==> src/hw/rtl/bb3_pkg.sv <==
// bb3_pkg: shared types, widths, register indexes and the reciprocal table of the 3x3 box blur
// no dependencies; used by the top level, bb3_line and bb3_mean by scoped names
`default_nettype none

package bb3_pkg;

	localparam int CH_W    = 8;
	localparam int PIX_W   = 3 * CH_W;
	localparam int SUM_W   = 12;
	localparam int NUM_W   = SUM_W + 1;
	localparam int CNT_W   = 4;
	localparam int RECIP_W = 17;
	localparam int PROD_W  = NUM_W + RECIP_W;
	localparam int RECIP_SHIFT = 17;

	typedef enum logic {
		REG_FRAME_WIDTH  = 1'b0,
		REG_FRAME_HEIGHT = 1'b1
	} reg_idx_t;

	typedef logic [PIX_W-1:0] pix_t;
	typedef logic [2:0][2:0][PIX_W-1:0] win_t;

	typedef struct packed {
		logic due;
		logic last;
		logic up;
		logic down;
		logic left;
		logic right;
	} tag_t;

	typedef struct packed {
		logic valid;
		tag_t tag;
	} s2_t;

	// ceil(2^17 / (2*count)); exact for every sum that count neighbours can give
	function automatic logic [RECIP_W-1:0] recip(input logic [CNT_W-1:0] count);
		logic [RECIP_W-1:0] m;
		unique case (count)
			4'd1:    m = 17'd65536;
			4'd2:    m = 17'd32768;
			4'd3:    m = 17'd21846;
			4'd4:    m = 17'd16384;
			4'd6:    m = 17'd10923;
			4'd9:    m = 17'd7282;
			default: m = '0;
		endcase
		return m;
	endfunction

endpackage

`default_nettype wire

==> src/hw/rtl/bb3_mean.sv <==
// bb3_mean: masked 3x3 sums, rounded division by the neighbour count, result register
// depends on bb3_pkg
`default_nettype none

module bb3_mean (
	input  logic          clk,
	input  logic          arst_n,
	input  logic          adv,
	input  bb3_pkg::win_t win,
	input  bb3_pkg::s2_t  ctl,
	output logic          valid,
	output logic [7:0]    red,
	output logic [7:0]    green,
	output logic [7:0]    blue,
	output logic          last
);

	localparam int SW = bb3_pkg::SUM_W;
	localparam int CHW = bb3_pkg::CH_W;

	logic [2:0]                   row_en;
	logic [2:0]                   col_en;
	logic [1:0]                   nr;
	logic [1:0]                   nc;
	logic [bb3_pkg::CNT_W-1:0]    count;
	logic [2:0][SW-1:0]           sums;

	logic                         valid_s3;
	logic [2:0][SW-1:0]           sum_s3;
	logic [bb3_pkg::CNT_W-1:0]    count_s3;
	logic                         last_s3;

	logic [bb3_pkg::RECIP_W-1:0]  recip;
	logic [2:0][bb3_pkg::NUM_W-1:0]  num;
	logic [2:0][bb3_pkg::PROD_W-1:0] prod;
	logic [2:0][CHW-1:0]          mean;

	logic                         valid_q;
	logic [2:0][CHW-1:0]          mean_q;
	logic                         last_q;

	always_comb begin
		row_en = {ctl.tag.down, 1'b1, ctl.tag.up};
		col_en = {ctl.tag.right, 1'b1, ctl.tag.left};
		nr     = 2'd1 + 2'(ctl.tag.up) + 2'(ctl.tag.down);
		nc     = 2'd1 + 2'(ctl.tag.left) + 2'(ctl.tag.right);
		count  = bb3_pkg::CNT_W'(nr) * bb3_pkg::CNT_W'(nc);
		for (int ch = 0; ch < 3; ch++) begin
			sums[ch] = '0;
			for (int dy = 0; dy < 3; dy++) begin
				for (int dx = 0; dx < 3; dx++) begin
					if (row_en[dy] && col_en[dx]) begin
						sums[ch] = sums[ch] + SW'(win[dy][dx][CHW*ch +: CHW]);
					end
				end
			end
		end
	end

	always_ff @(posedge clk or negedge arst_n) begin
		if (!arst_n) begin
			valid_s3 <= 1'b0;
		end else if (adv) begin
			valid_s3 <= ctl.valid;
		end
	end

	always_ff @(posedge clk) begin
		if (adv) begin
			sum_s3   <= sums;
			count_s3 <= count;
			last_s3  <= ctl.tag.last;
		end
	end

	// (2*sum + count) / (2*count) by reciprocal multiplication
	always_comb begin
		recip = bb3_pkg::recip(count_s3);
		for (int ch = 0; ch < 3; ch++) begin
			num[ch]  = {sum_s3[ch], 1'b0} + bb3_pkg::NUM_W'(count_s3);
			prod[ch] = bb3_pkg::PROD_W'(num[ch]) * bb3_pkg::PROD_W'(recip);
			mean[ch] = prod[ch][bb3_pkg::RECIP_SHIFT +: CHW];
		end
	end

	always_ff @(posedge clk or negedge arst_n) begin
		if (!arst_n) begin
			valid_q <= 1'b0;
		end else if (adv) begin
			valid_q <= valid_s3;
		end
	end

	always_ff @(posedge clk) begin
		if (adv) begin
			mean_q <= mean;
			last_q <= last_s3;
		end
	end

	assign valid = valid_q;
	assign red   = mean_q[0];
	assign green = mean_q[1];
	assign blue  = mean_q[2];
	assign last  = last_q;

endmodule

`default_nettype wire
==> config.mk <==
export PLATFORM = sky130hd
export DESIGN_NAME = bb3_mean
export DESIGN_NICKNAME = d
export VERILOG_FILES = /design/src/hw/rtl/bb3_pkg.sv /design/src/hw/rtl/bb3_mean.sv
export SDC_FILE = /design/constraint.sdc
export NUM_CORES = 1
export LEC_CHECK = 0
export BUFFER_PORTS_ARGS = -buffer_cell sky130_fd_sc_hd__clkbuf_2
export CORE_MARGIN = 3
export CORE_UTILIZATION = 40
export CTS_BUF_LIST = sky130_fd_sc_hd__clkbuf_8
export DETAILED_ROUTE_END_ITERATION = 6
export PLACE_DENSITY_LB_ADDON = 0.08
export SLEW_MARGIN = 20
export SYNTH_ARGS = -nofsm -noshare
export SYNTH_HDL_FRONTEND = slang
export SYNTH_SLANG_ARGS = --single-unit
export TNS_END_PERCENT = 20
==> constraint.sdc <==
create_clock -name clk -period 8.4 [get_ports clk]
set_input_delay 0.42 -clock clk [delete_from_list [all_inputs] [get_ports clk]]
set_output_delay 0.42 -clock clk [all_outputs]
set_load 0.01 [all_outputs]
==> impl_metrics.yaml <==
synth:
  yosys_warnings: 0
  netlist_area_um2: 28100
  synthCells: 3252
  yosysSeqAreaShare_pct: 7.24
  synth-seq-cells: 68
  async_flop_share_pct: 2.94
  synth_area_per_cell_um2: 8.63
  synth_ff_type: "edfxtp_1"
  ys_types: 84
  synth_edf_count: 66
clocking:
  clock-root-buffer: "clkbuf_8"
  cts.sinks: 68
  cts_buffer_depth: 2
  cts-htree-levels: 3
  cts_tree: "built"
  insertion_delay_ns: 0.41
  cts_buffers: 9
  clkTransAtPathRegs_ns: 0.09
timing:
  finClkSkew_ns: 0.0282
  fin_ws_ns: 0.152
  drv_slew: 0
  setup_viol: 0
  fmax_mhz: 121
  period_share_pct: 98.2
  worst_pin_slew_ns: 0.837
  hold-worst-slack_ns: 0.194
  rsz0062_at_grt: "yes"
  timing.slew.headroom_pct: 44.2
  fin_crit_ns: 8.25
  hold_viol: 0
layout:
  finalCoreUtilization_pct: 48.7
  syn_to_final_growth_pct: 20.0
  instances_no_fill: 4729
  nNetsFinal: 4807
  fillers: 6737
  drive_above_1_share_pct: 20.1
worst_setup_path:
  r2r-start: "count_s3[2]"
  worstRegToRegCells: 30
  critPathMaxStageDelay_ns: 0.40
  r2r-end: "green[7]"
  crit_path_frequent_cell: "ha_4"
  path_buf_inv: 4
  crit_path_max_fanout: 8
  cp_slowest_cell: "fa_2"
  critPathTopFamily: "compound AO/OA/AOI/OAI gates"
  reg2reg_slack_ns: 0.65
  cp.arrival_ns: 8.48
  required_ns: 8.63
  critPathKind: "input port to register"
  setup.worst_path.end_class: "register"
  worstSetupStartpointType: "input port"
global_route:
  antenna_found_initial: 28
  grt_pass1_wl_um: 130000
  grt_use_total_pct: 22.3
  grt-ovfl-total: 0
  first_global_vias: 24791
  grt_max_degree: 62
route:
  drt_first_pass_iters: 7
  finalWirelength_um: 80500
  vias_per_cell: 4.95
  wl_per_cell_um: 17.0
  drc: 0
  drt_iter0_drc: 998
  vias: 23389
  ant_nets: 0
power_and_ir_drop:
  ir_drop_uv: 99.8
  power_density_nw_per_um2: 251
  power.leakage_nw: 17.1
  power.total_w: 0.00843
floorplanning:
  die_x_um: 271
  rows: 96
  initial_utilization_pct: 40.6
  die_h_um: 271
  die-area_um2: 73400
  ios: 252
  core_area_um2: 69100
worst_hold_path:
  hold_end: "last_s3"
  hold_depth: 1
  hp-class: "input port to register"
  worstHoldStart: "ctl[4]"
place:
  routabilityCongestion: 0.895
  hpwl_um: 71700
  portBuffers: 250
  dpl.cell_count: 4677
  pre_cts_ws_ns: -0.616
flow_run:
  maxCapViolCount: 0
run_status:
  status: "complete, no violations"
-- layer usage --
layer / vias up / GRT usage (%) / share of wire, %
met5: - / 0 / 0.28
met4: 34 / 4.06 / 1.8
met3: 114 / 4.73 / 5.7
met2: 458 / 40.3 / 50
met1: 11200 / 27.4 / 42
li1: 11583 / - / -
-- registers in the layout (all words and copies together) (netlist names) --
signal    cells
blue          8
count_s3      4
green         8
last          1
last_s3       1
red           8
sum_s3       36
valid         1
valid_s3      1
-- worst max-delay path by stage --
stage,startpoint,end,slack [ns],depth (start not counted)
final,ctl[3],sum_s3[23],0.15,47
after floorplan,ctl[1],sum_s3[23],-0.006,49
after global routing,ctl[1],sum_s3[23],-0.21,43
after detailed placement,ctl[1],sum_s3[35],-0.62,46
after global placement,ctl[1],sum_s3[23],-0.31,41
after CTS,ctl[1],sum_s3[23],0.01,43
-- placed cells by master (no fill, tap or decap), drive strengths merged, types with 5 or more instances in the layout --
| cell | n |
|---|---|
| and3 | 44 |
| or3 | 8 |
| xnor2 | 158 |
| o21a | 32 |
| nor4 | 6 |
| xor2 | 81 |
| nand2 | 226 |
| a211o | 5 |
| nor3 | 34 |
| nand3b | 8 |
| nand3 | 36 |
| edfxtp | 66 |
| diode | 11 |
| a21o | 82 |
| nor2 | 313 |
| inv | 619 |
| or2 | 12 |
| clkbuf | 256 |
| o21bai | 23 |
| nand2b | 32 |
| nor2b | 45 |
| buf | 323 |
| and2 | 28 |
| nor3b | 10 |
| a21boi | 21 |
| a211oi | 20 |
| fa | 441 |
| o211ai | 12 |
| mux2i | 21 |
| a31oi | 8 |
| o31ai | 19 |
| o22ai | 9 |
| mux2 | 23 |
| o21ai | 153 |
| conb | 12 |
| a21oi | 179 |
| ha | 358 |
| o31a | 8 |
-- area by class of cell --
type | instances | area [µm²] | share of cell area, %
multi-input combinational | 2514 | 24200 | 71.9
timing repair buffer | 571 | 3720 | 11.1
inverter | 618 | 2320 | 6.89
sequential | 68 | 2030 | 6.04
tap | 931 | 1160 | 3.46
clock buffer | 9 | 124 | 0.368
clock inverter | 7 | 80.1 | 0.238
antenna | 11 | 27.5 | 0.0818
-- report_power, final --
group	total (W)	switching (W)	internal, W	leakage, nW
Clock	0.000304	0.000163	0.000141	0.0973
Combinational	0.00743	0.00392	0.00351	16.4
Sequential	0.000705	0.0000951	0.000610	0.676
Total	0.00843	0.00417	0.00426	17.1
-- cells by family after synthesis --
group	Yosys count	synth area share [%]
AOI/OAI and AO/OA	599	13.4
xor gates and xnor gates	242	7.73
adders and majority gates	803	47.6
buffers and inverters	680	9.10
DFF	68	7.24
muxes	44	1.67
other	2	0.0268
and+or+nand+nor	814	13.3
-- cells in the mapped netlist (7+ instances only) --
cell type,count,area share [%]
or2_2,8,0.18
a21oi_1,178,3.2
o21ai_0,149,2.7
mux2_2,22,0.88
nor3_1,34,0.61
nand2_1,225,3.0
and2_1,28,0.62
o21a_1,32,0.86
clkbuf_1,54,0.72
a211oi_1,20,0.54
nand3_1,36,0.64
nand2b_1,31,0.69
edfxtp_1,66,7.1
o31ai_1,19,0.51
nor2_1,313,4.2
or3_1,8,0.18
ha_1,358,16
nand3b_1,8,0.21
a21o_1,82,2.2
nor2b_1,45,1.0
nor3b_1,10,0.27
inv_1,614,8.2
xnor2_1,158,4.9
xor2_1,80,2.5
o22ai_1,8,0.18
mux2i_1,21,0.75
o31a_1,8,0.25
and3_1,42,0.94
a31oi_1,8,0.18
o21bai_1,23,0.62
o211ai_1,11,0.29
fa_1,441,31
a21boi_0,21,0.56
buf_1,7,0.094
-- timing repair --
item / CTS / global route
pin swaps: 7 / 73
hold endpoints to repair: 2 / 0
buffers inserted: 4 / 20
resized for setup: 4 / 159
hold buffers: 1 / 0
setup endpoints to repair: 3 / 17
-- stage by stage --
stage / TNS (ns) / cell area (µm²)
2_1_floorplan: -0.00606 / 28300
3_3_place_gp: -1.04 / 32700
3_5_place_dp: -3.62 / 32700
4_1_cts: 0 / 32900
5_1_grt: -0.853 / 33600
6_report: 0 / 33700
No activity file was read; power rests on OpenSTA's default activity.
